[src/sv/dct8_pkg.sv]
// Shared types and constants for the 8-point fixed-point DCT / IDCT.
// Used by the forward and inverse datapaths, the top level and the port checker.
package dct8_pkg;

  localparam int SAMPLE_BITS = 16;
  localparam int OUT_BITS    = 20;
  // datapath register stages ahead of the output register
  localparam int NSTAGE      = 4;
  // width of the signed rotation coefficients
  localparam int CW          = 12;

  // forward rotation constants (10-bit fraction)
  localparam int FWD_C1   = 1004;
  localparam int FWD_S1   = 200;
  localparam int FWD_C3   = 851;
  localparam int FWD_S3   = 569;
  localparam int FWD_R2C6 = 554;
  localparam int FWD_R2S6 = 1337;
  // sqrt(2) as 181/128
  localparam int R2       = 181;
  // inverse rotation constants (8/9-bit fraction)
  localparam int INV_C1   = 251;
  localparam int INV_S1   = 50;
  localparam int INV_C3   = 213;
  localparam int INV_S3   = 142;
  localparam int INV_R2C6 = 277;
  localparam int INV_R2S6 = 669;

  // shift amounts
  localparam int FWD_SH     = 10;
  localparam int R2_SH      = 17;
  localparam int INV_PRE_DC = 9;   // x512 on elements 0 and 4
  localparam int INV_PRE_OD = 7;   // x128 on elements 1 and 7
  localparam int INV_MID_SH = 6;
  localparam int INV_SH     = 10;

  typedef logic signed [CW-1:0] coef_t;

  localparam coef_t K_R2     = coef_t'(R2);
  localparam coef_t KF_C1    = coef_t'(FWD_C1);
  localparam coef_t KF_A2    = coef_t'(-FWD_S1 - FWD_C1);
  localparam coef_t KF_A1    = coef_t'(FWD_S1 - FWD_C1);
  localparam coef_t KF_C3    = coef_t'(FWD_C3);
  localparam coef_t KF_A3    = coef_t'(-FWD_S3 - FWD_C3);
  localparam coef_t KF_A0    = coef_t'(FWD_S3 - FWD_C3);
  localparam coef_t KF_R2C6  = coef_t'(FWD_R2C6);
  localparam coef_t KF_A7    = coef_t'(-FWD_R2S6 - FWD_R2C6);
  localparam coef_t KF_A8    = coef_t'(FWD_R2S6 - FWD_R2C6);
  localparam coef_t KI_R2C6  = coef_t'(INV_R2C6);
  localparam coef_t KI_A6    = coef_t'(-INV_R2C6 - INV_R2S6);
  localparam coef_t KI_A2    = coef_t'(-INV_R2C6 + INV_R2S6);
  localparam coef_t KI_C3    = coef_t'(INV_C3);
  localparam coef_t KI_A5    = coef_t'(-INV_C3 - INV_S3);
  localparam coef_t KI_A4    = coef_t'(-INV_C3 + INV_S3);
  localparam coef_t KI_C1    = coef_t'(INV_C1);
  localparam coef_t KI_A1    = coef_t'(-INV_C1 - INV_S1);
  localparam coef_t KI_A8    = coef_t'(-INV_C1 + INV_S1);

  typedef struct packed {
    logic signed [SAMPLE_BITS-1:0] in_0;
    logic signed [SAMPLE_BITS-1:0] in_1;
    logic signed [SAMPLE_BITS-1:0] in_2;
    logic signed [SAMPLE_BITS-1:0] in_3;
    logic signed [SAMPLE_BITS-1:0] in_4;
    logic signed [SAMPLE_BITS-1:0] in_5;
    logic signed [SAMPLE_BITS-1:0] in_6;
    logic signed [SAMPLE_BITS-1:0] in_7;
  } in_item_t;

  typedef struct packed {
    logic signed [OUT_BITS-1:0] out_0;
    logic signed [OUT_BITS-1:0] out_1;
    logic signed [OUT_BITS-1:0] out_2;
    logic signed [OUT_BITS-1:0] out_3;
    logic signed [OUT_BITS-1:0] out_4;
    logic signed [OUT_BITS-1:0] out_5;
    logic signed [OUT_BITS-1:0] out_6;
    logic signed [OUT_BITS-1:0] out_7;
  } out_item_t;

endpackage

[src/sv/dct8_inv.sv]
// Inverse 8-point DCT datapath: four register stages, advanced by per-stage enables.
// Depends on dct8_pkg for the item types and rotation constants.
module dct8_inv (
  input  logic                          clk,
  input  logic [dct8_pkg::NSTAGE-1:0]   stage_en,
  input  dct8_pkg::in_item_t            din,
  output dct8_pkg::out_item_t           dout
);

  localparam int W0 = dct8_pkg::SAMPLE_BITS;
  localparam int W1 = W0 + 1;
  localparam int WA = W0 + 10;
  localparam int WQ = W1 + dct8_pkg::CW;
  localparam int WB = W0 + 16;
  localparam int WR = WA + dct8_pkg::CW;
  localparam int WF = WR + 2;
  localparam int WO = dct8_pkg::OUT_BITS;
  localparam logic signed [WB-1:0] HALF_I = WB'(2 ** (dct8_pkg::INV_SH - 1));

  // stage 1: input scaling, first butterflies
  logic signed [WA-1:0] a0, a1, a4, a7;
  logic signed [WA-1:0] x0_nxt, x1_nxt, x3_nxt, x5_nxt, x7_nxt, x8_nxt;
  logic signed [WA-1:0] x0_r, x1_r, x3_r, x5_r, x7_r, x8_r;
  logic signed [W0-1:0] x2_r, x6_r;
  logic signed [W1-1:0] s26_nxt, s26_r;

  always_comb begin
    a0      = WA'(din.in_0) <<< dct8_pkg::INV_PRE_DC;
    a4      = WA'(din.in_4) <<< dct8_pkg::INV_PRE_DC;
    a1      = WA'(din.in_1) <<< dct8_pkg::INV_PRE_OD;
    a7      = WA'(din.in_7) <<< dct8_pkg::INV_PRE_OD;
    x3_nxt  = WA'(dct8_pkg::K_R2) * WA'(din.in_3);
    x5_nxt  = WA'(dct8_pkg::K_R2) * WA'(din.in_5);
    x8_nxt  = a7 + a1;
    x1_nxt  = a1 - a7;
    x7_nxt  = a0 + a4;
    x0_nxt  = a0 - a4;
    s26_nxt = W1'(din.in_2) + W1'(din.in_6);
  end

  always_ff @(posedge clk) begin
    if (stage_en[0]) begin
      x0_r  <= x0_nxt;
      x1_r  <= x1_nxt;
      x3_r  <= x3_nxt;
      x5_r  <= x5_nxt;
      x7_r  <= x7_nxt;
      x8_r  <= x8_nxt;
      x2_r  <= din.in_2;
      x6_r  <= din.in_6;
      s26_r <= s26_nxt;
    end
  end

  // stage 2: odd butterflies, even rotation products
  logic signed [WA-1:0] y1_nxt, y4_nxt, y5_nxt, y8_nxt, s45_nxt, s18_nxt;
  logic signed [WA-1:0] y0_r, y1_r, y4_r, y5_r, y7_r, y8_r, s45_r, s18_r;
  logic signed [WQ-1:0] q2_nxt, q3_nxt, q6_nxt, q2_r, q3_r, q6_r;

  always_comb begin
    y4_nxt  = x1_r + x5_r;
    y1_nxt  = x1_r - x5_r;
    y5_nxt  = x3_r + x8_r;
    y8_nxt  = x8_r - x3_r;
    s45_nxt = y4_nxt + y5_nxt;
    s18_nxt = y1_nxt + y8_nxt;
    q3_nxt  = WQ'(dct8_pkg::KI_R2C6) * WQ'(s26_r);
    q6_nxt  = WQ'(dct8_pkg::KI_A6)   * WQ'(x6_r);
    q2_nxt  = WQ'(dct8_pkg::KI_A2)   * WQ'(x2_r);
  end

  always_ff @(posedge clk) begin
    if (stage_en[1]) begin
      y0_r  <= x0_r;
      y7_r  <= x7_r;
      y1_r  <= y1_nxt;
      y4_r  <= y4_nxt;
      y5_r  <= y5_nxt;
      y8_r  <= y8_nxt;
      s45_r <= s45_nxt;
      s18_r <= s18_nxt;
      q2_r  <= q2_nxt;
      q3_r  <= q3_nxt;
      q6_r  <= q6_nxt;
    end
  end

  // stage 3: odd rotation products, even butterflies with the final rounding half
  logic signed [WR-1:0] r6_nxt, r5_nxt, r4_nxt, r6b_nxt, r1_nxt, r8_nxt;
  logic signed [WR-1:0] r6_r, r5_r, r4_r, r6b_r, r1_r, r8_r;
  logic signed [WB-1:0] e2, e6;
  logic signed [WB-1:0] z0_nxt, z2_nxt, z3_nxt, z7_nxt, z0_r, z2_r, z3_r, z7_r;

  always_comb begin
    r6_nxt  = WR'(dct8_pkg::KI_C3) * WR'(s45_r);
    r5_nxt  = WR'(dct8_pkg::KI_A5) * WR'(y5_r);
    r4_nxt  = WR'(dct8_pkg::KI_A4) * WR'(y4_r);
    r6b_nxt = WR'(dct8_pkg::KI_C1) * WR'(s18_r);
    r1_nxt  = WR'(dct8_pkg::KI_A1) * WR'(y1_r);
    r8_nxt  = WR'(dct8_pkg::KI_A8) * WR'(y8_r);
    e6      = WB'(q3_r) + WB'(q6_r);
    e2      = WB'(q3_r) + WB'(q2_r);
    z3_nxt  = WB'(y7_r) + e2 + HALF_I;
    z7_nxt  = WB'(y7_r) - e2 + HALF_I;
    z2_nxt  = WB'(y0_r) + e6 + HALF_I;
    z0_nxt  = WB'(y0_r) - e6 + HALF_I;
  end

  always_ff @(posedge clk) begin
    if (stage_en[2]) begin
      r6_r  <= r6_nxt;
      r5_r  <= r5_nxt;
      r4_r  <= r4_nxt;
      r6b_r <= r6b_nxt;
      r1_r  <= r1_nxt;
      r8_r  <= r8_nxt;
      z0_r  <= z0_nxt;
      z2_r  <= z2_nxt;
      z3_r  <= z3_nxt;
      z7_r  <= z7_nxt;
    end
  end

  // stage 4: floor shift of the odd terms, output butterfly, final shift
  logic signed [WF-1:0] u1, u4, u5, u8;
  logic signed [WF-1:0] o0, o1, o2, o3, o4, o5, o6, o7;
  dct8_pkg::out_item_t  res_nxt, res_r;

  always_comb begin
    u5 = (WF'(r6_r)  + WF'(r5_r)) >>> dct8_pkg::INV_MID_SH;
    u4 = (WF'(r6_r)  + WF'(r4_r)) >>> dct8_pkg::INV_MID_SH;
    u1 = (WF'(r6b_r) + WF'(r1_r)) >>> dct8_pkg::INV_MID_SH;
    u8 = (WF'(r6b_r) + WF'(r8_r)) >>> dct8_pkg::INV_MID_SH;
    o0 = (WF'(z3_r) + u4) >>> dct8_pkg::INV_SH;
    o1 = (WF'(z2_r) + u8) >>> dct8_pkg::INV_SH;
    o2 = (WF'(z0_r) + u1) >>> dct8_pkg::INV_SH;
    o3 = (WF'(z7_r) + u5) >>> dct8_pkg::INV_SH;
    o4 = (WF'(z7_r) - u5) >>> dct8_pkg::INV_SH;
    o5 = (WF'(z0_r) - u1) >>> dct8_pkg::INV_SH;
    o6 = (WF'(z2_r) - u8) >>> dct8_pkg::INV_SH;
    o7 = (WF'(z3_r) - u4) >>> dct8_pkg::INV_SH;
    res_nxt.out_0 = WO'(o0);
    res_nxt.out_1 = WO'(o1);
    res_nxt.out_2 = WO'(o2);
    res_nxt.out_3 = WO'(o3);
    res_nxt.out_4 = WO'(o4);
    res_nxt.out_5 = WO'(o5);
    res_nxt.out_6 = WO'(o6);
    res_nxt.out_7 = WO'(o7);
  end

  always_ff @(posedge clk) begin
    if (stage_en[3]) begin
      res_r <= res_nxt;
    end
  end

  assign dout = res_r;

endmodule

[config.mk]
export PLATFORM = sky130hd
export DESIGN_NAME = dct8_inv
export DESIGN_NICKNAME = d
export VERILOG_FILES = /design/src/sv/dct8_pkg.sv /design/src/sv/dct8_inv.sv
export SDC_FILE = /design/constraint.sdc
export NUM_CORES = 2
export LEC_CHECK = 0
export BUFFER_PORTS_ARGS = -buffer_cell sky130_fd_sc_hd__buf_2
export CORE_MARGIN = 4
export CORE_UTILIZATION = 35
export CTS_BUF_LIST = sky130_fd_sc_hd__clkbuf_8
export CTS_CLUSTER_SIZE = 8
export DETAILED_ROUTE_END_ITERATION = 12
export PLACE_DENSITY = 0.56
export SLEW_MARGIN = 10
export SYNTH_ARGS = -nofsm -noshare
export SYNTH_HDL_FRONTEND = slang
export SYNTH_SLANG_ARGS = --single-unit
[constraint.sdc]
create_clock -name clk -period 13.8 [get_ports clk]
set_input_delay 0.69 -clock clk [delete_from_list [all_inputs] [get_ports clk]]
set_output_delay 0.69 -clock clk [all_outputs]
set_load 0.02 [all_outputs]
==> flow_metrics.tcl <==
set metrics [dict create \
    grt_pass1_wl_um 410800 \
    io_pins 293 \
    drive_gt1_share_pct 5.978 \
    fmaxAchievable_ghz 0.1592 \
    post-route-min-period_ns 6.281 \
    path_clk_slew_ns 0.06 \
    dr.pass1.iters 6 \
    numCtsBuffers 173 \
    antenna_left 0 \
    drv_cap 0 \
    port_buffers 292 \
    post-route-period-util_pct 45.51 \
    grt_pass1_vias 71320 \
    status "complete, no violations" \
    dpl.hpwl_um 226700 \
    syn-num-nets 12520 \
    synth_seq_cells 912 \
    finClkSkew_ns 0.05143 \
    antenna_found_initial 36 \
    die_area_um2 294700 \
    rsz0062_at_grt "false" \
    use_met2_pct 30.11 \
    cp-end-kind "flip-flop" \
    place_congestion 0.9004 \
    layout.nets 12950 \
    top_usage_layer "met2" \
    syn_to_final_growth_pct 9.862 \
    drc 0 \
    max-slew-margin-rel_pct 27.41 \
    grt_overflow 0 \
    worst_pin_slew_ns 1.089 \
    synth_edf_count 912 \
    cts_sinks 912 \
    synth_common_cells "inv_1, ha_1, edfxtp_1" \
    synth_area_leaders "edfxtp_1, ha_1, fa_1" \
    cts.path.max_buffers 3 \
    worstSkewPairLatency_ns 0.96 \
    cts_max_level 4 \
    core_area_um2 285000 \
    totalWireLength_um 267800 \
    crit_arrival_ns 6.93 \
    start_util_pct 35.14 \
    drtIter0Drc 3901 \
    die_w_um 542.9 \
    worstSetupPathType "reg -> reg" \
    path_max_fanout 7 \
    yosys.area.top_type "edfxtp_1" \
    synth_area_um2 100100 \
    fillers 28080 \
    tns_ns 0 \
    syn_inst 9783 \
    num_vias 69910 \
    globalRouteMet3Util_pct 2.446 \
    slew_violations 0 \
    cp-start-kind "flip-flop" \
    ys_warn_count 0 \
    cts_tree "done" \
    worstPathRequired_ns 14.45 \
    finalHoldViolCount 0 \
    wire_per_inst_um 18.95 \
    rows 196 \
    track_usage_pct 17.93 \
    avgSynthCellArea_um2 10.24 \
    use_met1_pct 24.09 \
    drt-vias-per-instance 4.947 \
    synth_ff_type "edfxtp_1" \
    synthArstFlopShare_pct 0 \
    ys_seq_area_share_pct 27.35 \
    setup_violations 0 \
    final_core_util_pct 38.60 \
    hold_class "in -> reg" \
    yosysTopAreaCellShare_pct 27.35 \
    synth_cell_types 92 \
    synth_most_common_cell "inv_1" \
    root_buffer "clkbuf_8" \
    die_h_um 542.9 \
    grt_start_max_net_pins 88 \
]
-- final cells by class --
class	count	area (um2)	area share, %
flip-flops and latches	912	27390	24.90
well taps	3762	4707	4.279
multi-input cells	6853	65170	59.24
clock buffers	174	2395	2.177
diodes	14	35.03	0.03185
inverters	1930	7244	6.586
repair buffers	341	1949	1.772
clock inverters	145	1121	1.019
-- sequential cells by signal, summed over array words and instances (netlist names), 27 cells and up --
signal	flops
dout	160
q3_r	27
r1_r	35
r4_r	34
r5_r	36
r6_r	35
r6b_r	34
r8_r	34
z0_r	30
z2_r	29
z3_r	29
z7_r	29
-- metal layers --
metal,share of wire (%),vias up
met4,2.8,18
met1,46,34230
li1,-,34060
met5,0.043,-
met2,47,1270
met3,4.2,332
-- kinds of logic after synthesis --
family                   synth area share, %
buffers and inverters                  7.567
XOR/XNOR                               7.706
multiplexers                          0.2949
AO/OA/AOI/OAI                          11.61
flip-flops                             27.35
AND/OR/NAND/NOR                        7.372
adder cells (fa/ha/maj)                38.10
-- stage by stage --
stage	cells	worst slack (ns)	instance area (um2)	hold slack [ns]
final	14130	7.519	110000	0.1487
after global routing	14120	7.104	110000	0.04974
after CTS	14120	7.411	110000	0.002252
after detailed placement	13760	7.467	106100	0.4045
after global placement	13760	7.553	106100	0.4077
after floorplan	9783	8.341	100100	0.4003
-- final timing paths --
path / endpoint / slack, ns / depth (start not counted) / startpoint
worst min-delay path: x5_r[1] / 0.15 / 1 / din[33]
worst max register to register: dout[99] / 7.52 / 25 / r6_r[1]
worst min register to register: y7_r[21] / 0.41 / 0 / x7_r[21]
worst max-delay path: dout[99] / 7.52 / 25 / r6_r[1]
-- critical path: stages, from the launching register on --
cell	delay [ns]
edfxtp_1	0.40
ha_1	0.30
a31o_2	0.25
a21o_1	0.21
a21oi_1	0.29
nor3_1	0.13
or2_2	0.35
a21oi_1	0.25
inv_1	0.07
a21oi_1	0.24
inv_1	0.07
a21oi_1	0.19
xnor2_1	0.19
ha_1	0.37
a21oi_1	0.18
o21bai_1	0.08
a21oi_1	0.32
nand2_1	0.10
a221oi_1	0.69
nor3_1	0.25
a31o_2	0.31
nand2_1	0.10
o21ai_0	0.16
a21o_1	0.24
a21oi_1	0.18
xnor2_1	0.08
-- cell usage in the layout (no fill, tap or decap), types with 16 or more instances in the layout --
| cell type | count |
|---|---|
| o211ai_1 | 29 |
| o31ai_1 | 37 |
| mux2i_1 | 16 |
| clkinv_2 | 28 |
| clkinv_1 | 38 |
| buf_2 | 288 |
| nor2b_1 | 114 |
| and2_1 | 23 |
| xnor2_1 | 624 |
| edfxtp_1 | 912 |
| nor3_1 | 145 |
| o21ai_0 | 270 |
| nand3_1 | 133 |
| a21o_1 | 217 |
| nand2_1 | 265 |
| a21boi_0 | 32 |
| a21oi_1 | 641 |
| dlygate4sd3_1 | 34 |
| and3_1 | 68 |
| fa_1 | 738 |
| a211o_1 | 19 |
| a31oi_1 | 53 |
| nand4_1 | 37 |
| o31a_1 | 16 |
| a211oi_1 | 56 |
| or3_1 | 35 |
| or2_2 | 21 |
| ha_1 | 1868 |
| o21bai_1 | 158 |
| o21a_1 | 68 |
| nor2_1 | 520 |
| a221oi_1 | 17 |
| o2111ai_1 | 19 |
| nand2b_1 | 93 |
| nor4_1 | 19 |
| clkbuf_8 | 175 |
| inv_1 | 1972 |
| xor2_1 | 257 |
-- repair_timing --
item,4_1_cts,5_1_grt
setup endpoints to repair,0,0
setup buffers,0,0
gates resized for setup,0,0
hold endpoints to repair,35,0
hold buffers,34,0
Power is left out: the tool's default activity adds up to more than one toggle a clock period on the data nets, which glitch-free logic cannot reach.
