[src/sv/dct8_pkg.sv]
// Shared types and constants for the 8-point fixed-point DCT / IDCT.
// Used by the forward and inverse datapaths, the top level and the port checker.
package dct8_pkg;

  localparam int SAMPLE_BITS = 16;
  localparam int OUT_BITS    = 20;
  // datapath register stages ahead of the output register
  localparam int NSTAGE      = 4;
  // width of the signed rotation coefficients
  localparam int CW          = 12;

  // forward rotation constants (10-bit fraction)
  localparam int FWD_C1   = 1004;
  localparam int FWD_S1   = 200;
  localparam int FWD_C3   = 851;
  localparam int FWD_S3   = 569;
  localparam int FWD_R2C6 = 554;
  localparam int FWD_R2S6 = 1337;
  // sqrt(2) as 181/128
  localparam int R2       = 181;
  // inverse rotation constants (8/9-bit fraction)
  localparam int INV_C1   = 251;
  localparam int INV_S1   = 50;
  localparam int INV_C3   = 213;
  localparam int INV_S3   = 142;
  localparam int INV_R2C6 = 277;
  localparam int INV_R2S6 = 669;

  // shift amounts
  localparam int FWD_SH     = 10;
  localparam int R2_SH      = 17;
  localparam int INV_PRE_DC = 9;   // x512 on elements 0 and 4
  localparam int INV_PRE_OD = 7;   // x128 on elements 1 and 7
  localparam int INV_MID_SH = 6;
  localparam int INV_SH     = 10;

  typedef logic signed [CW-1:0] coef_t;

  localparam coef_t K_R2     = coef_t'(R2);
  localparam coef_t KF_C1    = coef_t'(FWD_C1);
  localparam coef_t KF_A2    = coef_t'(-FWD_S1 - FWD_C1);
  localparam coef_t KF_A1    = coef_t'(FWD_S1 - FWD_C1);
  localparam coef_t KF_C3    = coef_t'(FWD_C3);
  localparam coef_t KF_A3    = coef_t'(-FWD_S3 - FWD_C3);
  localparam coef_t KF_A0    = coef_t'(FWD_S3 - FWD_C3);
  localparam coef_t KF_R2C6  = coef_t'(FWD_R2C6);
  localparam coef_t KF_A7    = coef_t'(-FWD_R2S6 - FWD_R2C6);
  localparam coef_t KF_A8    = coef_t'(FWD_R2S6 - FWD_R2C6);
  localparam coef_t KI_R2C6  = coef_t'(INV_R2C6);
  localparam coef_t KI_A6    = coef_t'(-INV_R2C6 - INV_R2S6);
  localparam coef_t KI_A2    = coef_t'(-INV_R2C6 + INV_R2S6);
  localparam coef_t KI_C3    = coef_t'(INV_C3);
  localparam coef_t KI_A5    = coef_t'(-INV_C3 - INV_S3);
  localparam coef_t KI_A4    = coef_t'(-INV_C3 + INV_S3);
  localparam coef_t KI_C1    = coef_t'(INV_C1);
  localparam coef_t KI_A1    = coef_t'(-INV_C1 - INV_S1);
  localparam coef_t KI_A8    = coef_t'(-INV_C1 + INV_S1);

  typedef struct packed {
    logic signed [SAMPLE_BITS-1:0] in_0;
    logic signed [SAMPLE_BITS-1:0] in_1;
    logic signed [SAMPLE_BITS-1:0] in_2;
    logic signed [SAMPLE_BITS-1:0] in_3;
    logic signed [SAMPLE_BITS-1:0] in_4;
    logic signed [SAMPLE_BITS-1:0] in_5;
    logic signed [SAMPLE_BITS-1:0] in_6;
    logic signed [SAMPLE_BITS-1:0] in_7;
  } in_item_t;

  typedef struct packed {
    logic signed [OUT_BITS-1:0] out_0;
    logic signed [OUT_BITS-1:0] out_1;
    logic signed [OUT_BITS-1:0] out_2;
    logic signed [OUT_BITS-1:0] out_3;
    logic signed [OUT_BITS-1:0] out_4;
    logic signed [OUT_BITS-1:0] out_5;
    logic signed [OUT_BITS-1:0] out_6;
    logic signed [OUT_BITS-1:0] out_7;
  } out_item_t;

endpackage

[src/sv/dct8_fwd.sv]
// Forward 8-point DCT datapath: four register stages, advanced by per-stage enables.
// Depends on dct8_pkg for the item types and rotation constants.
module dct8_fwd (
  input  logic                          clk,
  input  logic [dct8_pkg::NSTAGE-1:0]   stage_en,
  input  dct8_pkg::in_item_t            din,
  output dct8_pkg::out_item_t           dout
);

  localparam int W0 = dct8_pkg::SAMPLE_BITS;
  localparam int W1 = W0 + 1;
  localparam int W2 = W0 + 2;
  localparam int W3 = W0 + 3;
  localparam int WP = W3 + dct8_pkg::CW;
  localparam int WS = WP + 2;
  localparam int WT = WS + 1;
  localparam int WR = WS + dct8_pkg::CW;
  localparam int WO = dct8_pkg::OUT_BITS;
  localparam logic signed [WT-1:0] HALF_F = WT'(2 ** (dct8_pkg::FWD_SH - 1));
  localparam logic signed [WR-1:0] HALF_R = WR'(2 ** (dct8_pkg::R2_SH - 1));

  // stage 1: two butterfly levels
  logic signed [W1-1:0] b5, b6, b7, b8;
  logic signed [W1-1:0] t0_nxt, t1_nxt, t2_nxt, t3_nxt;
  logic signed [W1-1:0] t0_r, t1_r, t2_r, t3_r;
  logic signed [W2-1:0] e4_nxt, e5_nxt, e7_nxt, e8_nxt;
  logic signed [W2-1:0] e4_r, e5_r, e7_r, e8_r;

  always_comb begin
    b8     = W1'(din.in_0) + W1'(din.in_7);
    t0_nxt = W1'(din.in_0) - W1'(din.in_7);
    b7     = W1'(din.in_1) + W1'(din.in_6);
    t1_nxt = W1'(din.in_1) - W1'(din.in_6);
    b6     = W1'(din.in_2) + W1'(din.in_5);
    t2_nxt = W1'(din.in_2) - W1'(din.in_5);
    b5     = W1'(din.in_3) + W1'(din.in_4);
    t3_nxt = W1'(din.in_3) - W1'(din.in_4);
    e4_nxt = W2'(b8) + W2'(b5);
    e8_nxt = W2'(b8) - W2'(b5);
    e5_nxt = W2'(b7) + W2'(b6);
    e7_nxt = W2'(b7) - W2'(b6);
  end

  always_ff @(posedge clk) begin
    if (stage_en[0]) begin
      t0_r <= t0_nxt;
      t1_r <= t1_nxt;
      t2_r <= t2_nxt;
      t3_r <= t3_nxt;
      e4_r <= e4_nxt;
      e5_r <= e5_nxt;
      e7_r <= e7_nxt;
      e8_r <= e8_nxt;
    end
  end

  // stage 2: rotation products, DC/Nyquist butterfly
  logic signed [W2-1:0] s12, s03;
  logic signed [W3-1:0] s78;
  logic signed [WP-1:0] p6a_nxt, p2_nxt, p1_nxt, p6b_nxt, p3_nxt, p0_nxt;
  logic signed [WP-1:0] p5_nxt, p7_nxt, p8_nxt;
  logic signed [WP-1:0] p6a_r, p2_r, p1_r, p6b_r, p3_r, p0_r, p5_r, p7_r, p8_r;
  logic signed [W3-1:0] g6_nxt, g4_nxt, g6_r, g4_r;

  always_comb begin
    s12     = W2'(t1_r) + W2'(t2_r);
    s03     = W2'(t0_r) + W2'(t3_r);
    s78     = W3'(e7_r) + W3'(e8_r);
    p6a_nxt = WP'(dct8_pkg::KF_C1)   * WP'(s12);
    p2_nxt  = WP'(dct8_pkg::KF_A2)   * WP'(t2_r);
    p1_nxt  = WP'(dct8_pkg::KF_A1)   * WP'(t1_r);
    p6b_nxt = WP'(dct8_pkg::KF_C3)   * WP'(s03);
    p3_nxt  = WP'(dct8_pkg::KF_A3)   * WP'(t3_r);
    p0_nxt  = WP'(dct8_pkg::KF_A0)   * WP'(t0_r);
    p5_nxt  = WP'(dct8_pkg::KF_R2C6) * WP'(s78);
    p7_nxt  = WP'(dct8_pkg::KF_A7)   * WP'(e7_r);
    p8_nxt  = WP'(dct8_pkg::KF_A8)   * WP'(e8_r);
    g6_nxt  = W3'(e4_r) + W3'(e5_r);
    g4_nxt  = W3'(e4_r) - W3'(e5_r);
  end

  always_ff @(posedge clk) begin
    if (stage_en[1]) begin
      p6a_r <= p6a_nxt;
      p2_r  <= p2_nxt;
      p1_r  <= p1_nxt;
      p6b_r <= p6b_nxt;
      p3_r  <= p3_nxt;
      p0_r  <= p0_nxt;
      p5_r  <= p5_nxt;
      p7_r  <= p7_nxt;
      p8_r  <= p8_nxt;
      g6_r  <= g6_nxt;
      g4_r  <= g4_nxt;
    end
  end

  // stage 3: finish rotations, odd butterfly
  logic signed [WS-1:0] r0, r1, r2, r3;
  logic signed [WS-1:0] h0_nxt, h2_nxt, h3_nxt, h5_nxt, h7_nxt, h8_nxt;
  logic signed [WS-1:0] h0_r, h2_r, h3_r, h5_r, h7_r, h8_r;
  logic signed [W3-1:0] k6_r, k4_r;

  always_comb begin
    r2     = WS'(p2_r) + WS'(p6a_r);
    r1     = WS'(p1_r) + WS'(p6a_r);
    r3     = WS'(p3_r) + WS'(p6b_r);
    r0     = WS'(p0_r) + WS'(p6b_r);
    h7_nxt = WS'(p7_r) + WS'(p5_r);
    h8_nxt = WS'(p8_r) + WS'(p5_r);
    h5_nxt = r0 + r2;
    h0_nxt = r0 - r2;
    h2_nxt = r3 + r1;
    h3_nxt = r3 - r1;
  end

  always_ff @(posedge clk) begin
    if (stage_en[2]) begin
      h0_r <= h0_nxt;
      h2_r <= h2_nxt;
      h3_r <= h3_nxt;
      h5_r <= h5_nxt;
      h7_r <= h7_nxt;
      h8_r <= h8_nxt;
      k6_r <= g6_r;
      k4_r <= g4_r;
    end
  end

  // stage 4: sqrt(2) scaling of the middle odd terms, rounding
  logic signed [WR-1:0] m3, m0;
  logic signed [WT-1:0] o1, o2, o6, o7;
  dct8_pkg::out_item_t  res_nxt, res_r;

  always_comb begin
    m3 = WR'(dct8_pkg::K_R2) * WR'(h3_r) + HALF_R;
    m0 = WR'(dct8_pkg::K_R2) * WR'(h0_r) + HALF_R;
    o2 = WT'(h8_r) + HALF_F;
    o6 = WT'(h7_r) + HALF_F;
    o7 = WT'(h2_r) - WT'(h5_r) + HALF_F;
    o1 = WT'(h2_r) + WT'(h5_r) + HALF_F;
    res_nxt.out_0 = WO'(k6_r);
    res_nxt.out_4 = WO'(k4_r);
    res_nxt.out_2 = WO'(o2 >>> dct8_pkg::FWD_SH);
    res_nxt.out_6 = WO'(o6 >>> dct8_pkg::FWD_SH);
    res_nxt.out_7 = WO'(o7 >>> dct8_pkg::FWD_SH);
    res_nxt.out_1 = WO'(o1 >>> dct8_pkg::FWD_SH);
    res_nxt.out_3 = WO'(m3 >>> dct8_pkg::R2_SH);
    res_nxt.out_5 = WO'(m0 >>> dct8_pkg::R2_SH);
  end

  always_ff @(posedge clk) begin
    if (stage_en[3]) begin
      res_r <= res_nxt;
    end
  end

  assign dout = res_r;

endmodule

[config.mk]
export PLATFORM = sky130hd
export DESIGN_NAME = dct8_fwd
export DESIGN_NICKNAME = d
export VERILOG_FILES = /design/src/sv/dct8_pkg.sv /design/src/sv/dct8_fwd.sv
export SDC_FILE = /design/constraint.sdc
export NUM_CORES = 2
export LEC_CHECK = 0
export BUFFER_PORTS_ARGS = -buffer_cell sky130_fd_sc_hd__buf_2
export CAP_MARGIN = 20
export CORE_ASPECT_RATIO = 1.75
export CORE_MARGIN = 2
export CORE_UTILIZATION = 55
export DETAILED_ROUTE_END_ITERATION = 10
export GPL_TIMING_DRIVEN = 0
export PLACE_DENSITY = 0.76
export SETUP_SLACK_MARGIN = 0.15
export SYNTH_ARGS = -nofsm -noshare
export SYNTH_HDL_FRONTEND = slang
export SYNTH_SLANG_ARGS = --single-unit
[constraint.sdc]
create_clock -name clk -period 11.7 [get_ports clk]
set_input_delay 1.17 -clock clk [delete_from_list [all_inputs] [get_ports clk]]
set_output_delay 1.17 -clock clk [all_outputs]
set_load 0.1 [all_outputs]
==> flow_summary.yaml <==
finish:
  fillers: 13760
  drive_above_1_share_pct: 5.87
  areaGrowthSynthToFinish_pct: 7.84
  final_common_cell: "ha_1"
  fin_nets: 11815
  layout_common_cells: "1759 x ha_1, 1545 x inv_1, 773 x edfxtp_1"
worst_setup_path:
  cp-endpoint: "p6a_r[28]"
  critPathMaxFanout: 8
  crit_required_ns: 12.17
  startpoint: "t2_r[1]"
  rrSetupSlack_ns: 3.86
  crit_family: "compound AO/OA/AOI/OAI gates"
  arrival_ns: 8.31
  worstReg2RegEnd: "p6a_r[28]"
  reg2reg_depth: 27
  crit_cells: 27
  critPathLaunchType: "flip-flop"
  crit_buf_inv: 5
  setup.worst_path.class: "reg -> reg"
  max_stage_delay_ns: 0.74
  worstSetupEndpointType: "flip-flop"
  r2r_start: "t2_r[1]"
  slowest_stage: "edfxtp_1"
  crit_top_cell: "inv_1"
synth:
  synth_nets: 11429
  yosysSeqAreaShare_pct: 25.5
  synth_edf_count: 773
  syn-cell-area_sq_mm: 0.0911
  ys_warn_count: 0
  yosys.area.top_type: "edfxtp_1"
  yosys-top-cells-area: "edfxtp_1 25%, ha_1 24%, fa_1 16%"
  synth_compound_area_share_pct: 11.4
  netlist_instances: 8799
  avgSynthCellArea_sq_um: 10.4
  synth_top_area_share_pct: 25.5
  synth_xor_area_share_pct: 7.67
  synth_ff_type: "edfxtp_1"
  synth_mux_area_share_pct: 0.314
  synth_top_family_by_area: "adder cells"
  synth-simple-area-share_pct: 7.97
  synthAdderAreaFrac_pct: 40.4
  ys_ff_latch: 773
  async_flop_share_pct: 0
  yosysUniqueCellTypes: 99
placed_design:
  dp_hpwl_um: 199000
  globalplace.congestion: 0.950
  post-place-ws_ns: 3.95
  port_buffers: 292
clock_tree:
  h-tree-depth: 3
  cts.path.max_buffers: 3
  path_clk_slew_ns: 0.07
  cts_setup_buffers: 0
  cts-root-buf: "clkbuf_16"
  ctsResizeCount: 0
  cts_tree: "built"
  hold_buffers: 0
  clk_latency_ns: 0.74
  cts_sinks: 773
  cts_buffers: 78
die:
  die_x_um: 312
  die_h_um: 542
  coreArea_sq_mm: 0.165
  io_pins: 293
  start_util_pct: 55.3
  die_area_sq_mm: 0.169
  rows: 197
global_route:
  track_usage_pct: 27.7
  grt_pass1_vias: 67709
  grt_antenna_before_repair: 15
  overflow: 0
  grt_max_degree: 123
  grt_pass1_wl_um: 362000
timing:
  worst_pin_slew_ns: 1.10
  slew_violations: 0
  max_freq_mhz: 128
  setup_viol: 0
  min_period_ns: 7.84
  hold_violations: 0
  fin_tns_setup_ns: 0
  finalCritPeriodShare_pct: 67.0
  finalClockSkew_ns: 0.0287
  rsz0062_at_grt: "false"
  fin_ws_ns: 3.86
  slew_headroom_pct: 26.3
outcome:
  run_status: "complete, no violations"
drt:
  vias: 64060
  drc: 0
  via_per_inst: 5.59
  dr.pass1.iters: 6
  ant_nets: 0
  wl_per_cell_um: 20.4
  drtIter0Drc: 3085
  totalWireLength_um: 233000
min_path:
  hold_path_class: "reg -> reg"
flow_run:
  maxCapViolCount: 0
## state kept, by name (all words and copies together) (netlist names), 19 cells and up
| signal | count |
|---|---|
| h7_r | 21 |
| p0_r | 26 |
| p3_r | 27 |
| p7_r | 29 |
| p1_r | 26 |
| dout | 157 |
| k4_r | 19 |
| p6a_r | 27 |
| h8_r | 21 |
| p8_r | 28 |
| h3_r | 28 |
| p2_r | 27 |
| h2_r | 29 |
| h5_r | 27 |
| p5_r | 29 |
| h0_r | 31 |
| p6b_r | 29 |
## Yosys cell counts, types with 13 or more instances
| cell type | number |
|---|---|
| a211oi_1 | 40 |
| o21a_1 | 95 |
| nor2b_1 | 94 |
| and2_1 | 44 |
| a21boi_0 | 21 |
| o31a_1 | 18 |
| ha_1 | 1759 |
| a31oi_1 | 48 |
| nor2_1 | 479 |
| o211ai_1 | 22 |
| a221oi_1 | 13 |
| nand3_1 | 122 |
| nor3_1 | 153 |
| a211o_1 | 19 |
| nand4_1 | 26 |
| o22ai_1 | 22 |
| or2_2 | 24 |
| o21ai_0 | 242 |
| nor4_1 | 27 |
| a21o_1 | 172 |
| nand3b_1 | 17 |
| o41ai_1 | 19 |
| clkbuf_1 | 73 |
| or3_1 | 53 |
| o31ai_1 | 29 |
| xnor2_1 | 595 |
| xor2_1 | 203 |
| nand2_1 | 253 |
| inv_1 | 1545 |
| o21ai_1 | 14 |
| mux2_2 | 13 |
| and3_1 | 73 |
| and4_1 | 13 |
| o21bai_1 | 111 |
| mux2i_1 | 14 |
| edfxtp_1 | 773 |
| a21oi_1 | 530 |
| o2111ai_1 | 13 |
| nand2b_1 | 79 |
| fa_1 | 738 |
## cell families after synthesis
group / after synthesis
AO/OA/AOI/OAI: 1581
multiplexers: 27
XOR/XNOR: 798
AND/OR/NAND/NOR: 1489
other: 1
adder cells (fa/ha/maj): 2497
flip-flops: 773
buffers and inverters: 1633
## routing by layer
layer	wire length (um)	share of wire [%]	track usage, %
met5	82	0.035	0
met4	23000	9.9	23.0
met3	7350	3.2	2.71
met2	123000	53	52.9
met1	79400	34	26.5
## final cells by class
cell class	count	area (sq um)	share of cell area (%)
timing repair buffer	306	1730	1.76
multi-input combinational	6393	61700	62.8
clock inverter	56	611	0.621
clock buffer	87	2010	2.04
sequential	773	23200	23.6
inverter	1547	5810	5.91
buffer	86	349	0.355
antenna	19	47.5	0.0484
tap	2189	2740	2.79
## how the worst min path moves through the flow
stage | from | slack (ns) | to | cells after the start
after CTS | g4_r[8] | 0.42 | k4_r[8] | 0
after global placement | g6_r[4] | 0.40 | k6_r[4] | 0
final | g4_r[8] | 0.42 | k4_r[8] | 0
after floorplan | k4_r[0] | 0.40 | dout[140] | 0
after detailed placement | k4_r[8] | 0.40 | dout[68] | 0
after global routing | g4_r[3] | 0.42 | k4_r[3] | 0
## through the flow
stage / instance area, sq um / hold slack (ns) / cells / utilization (%)
finish: 98200 / 0.416 / 11456 / 59.7
global route: 98200 / 0.423 / 11455 / 59.7
CTS: 98200 / 0.416 / 11437 / 59.6
detailed placement: 95600 / 0.405 / 11294 / 58.1
global placement: 95300 / 0.405 / 11280 / 57.9
floorplan: 91100 / 0.400 / 8799 / -
Power is left out: the tool's default activity adds up to more than one toggle a clock period on the data nets, which glitch-free logic cannot reach.
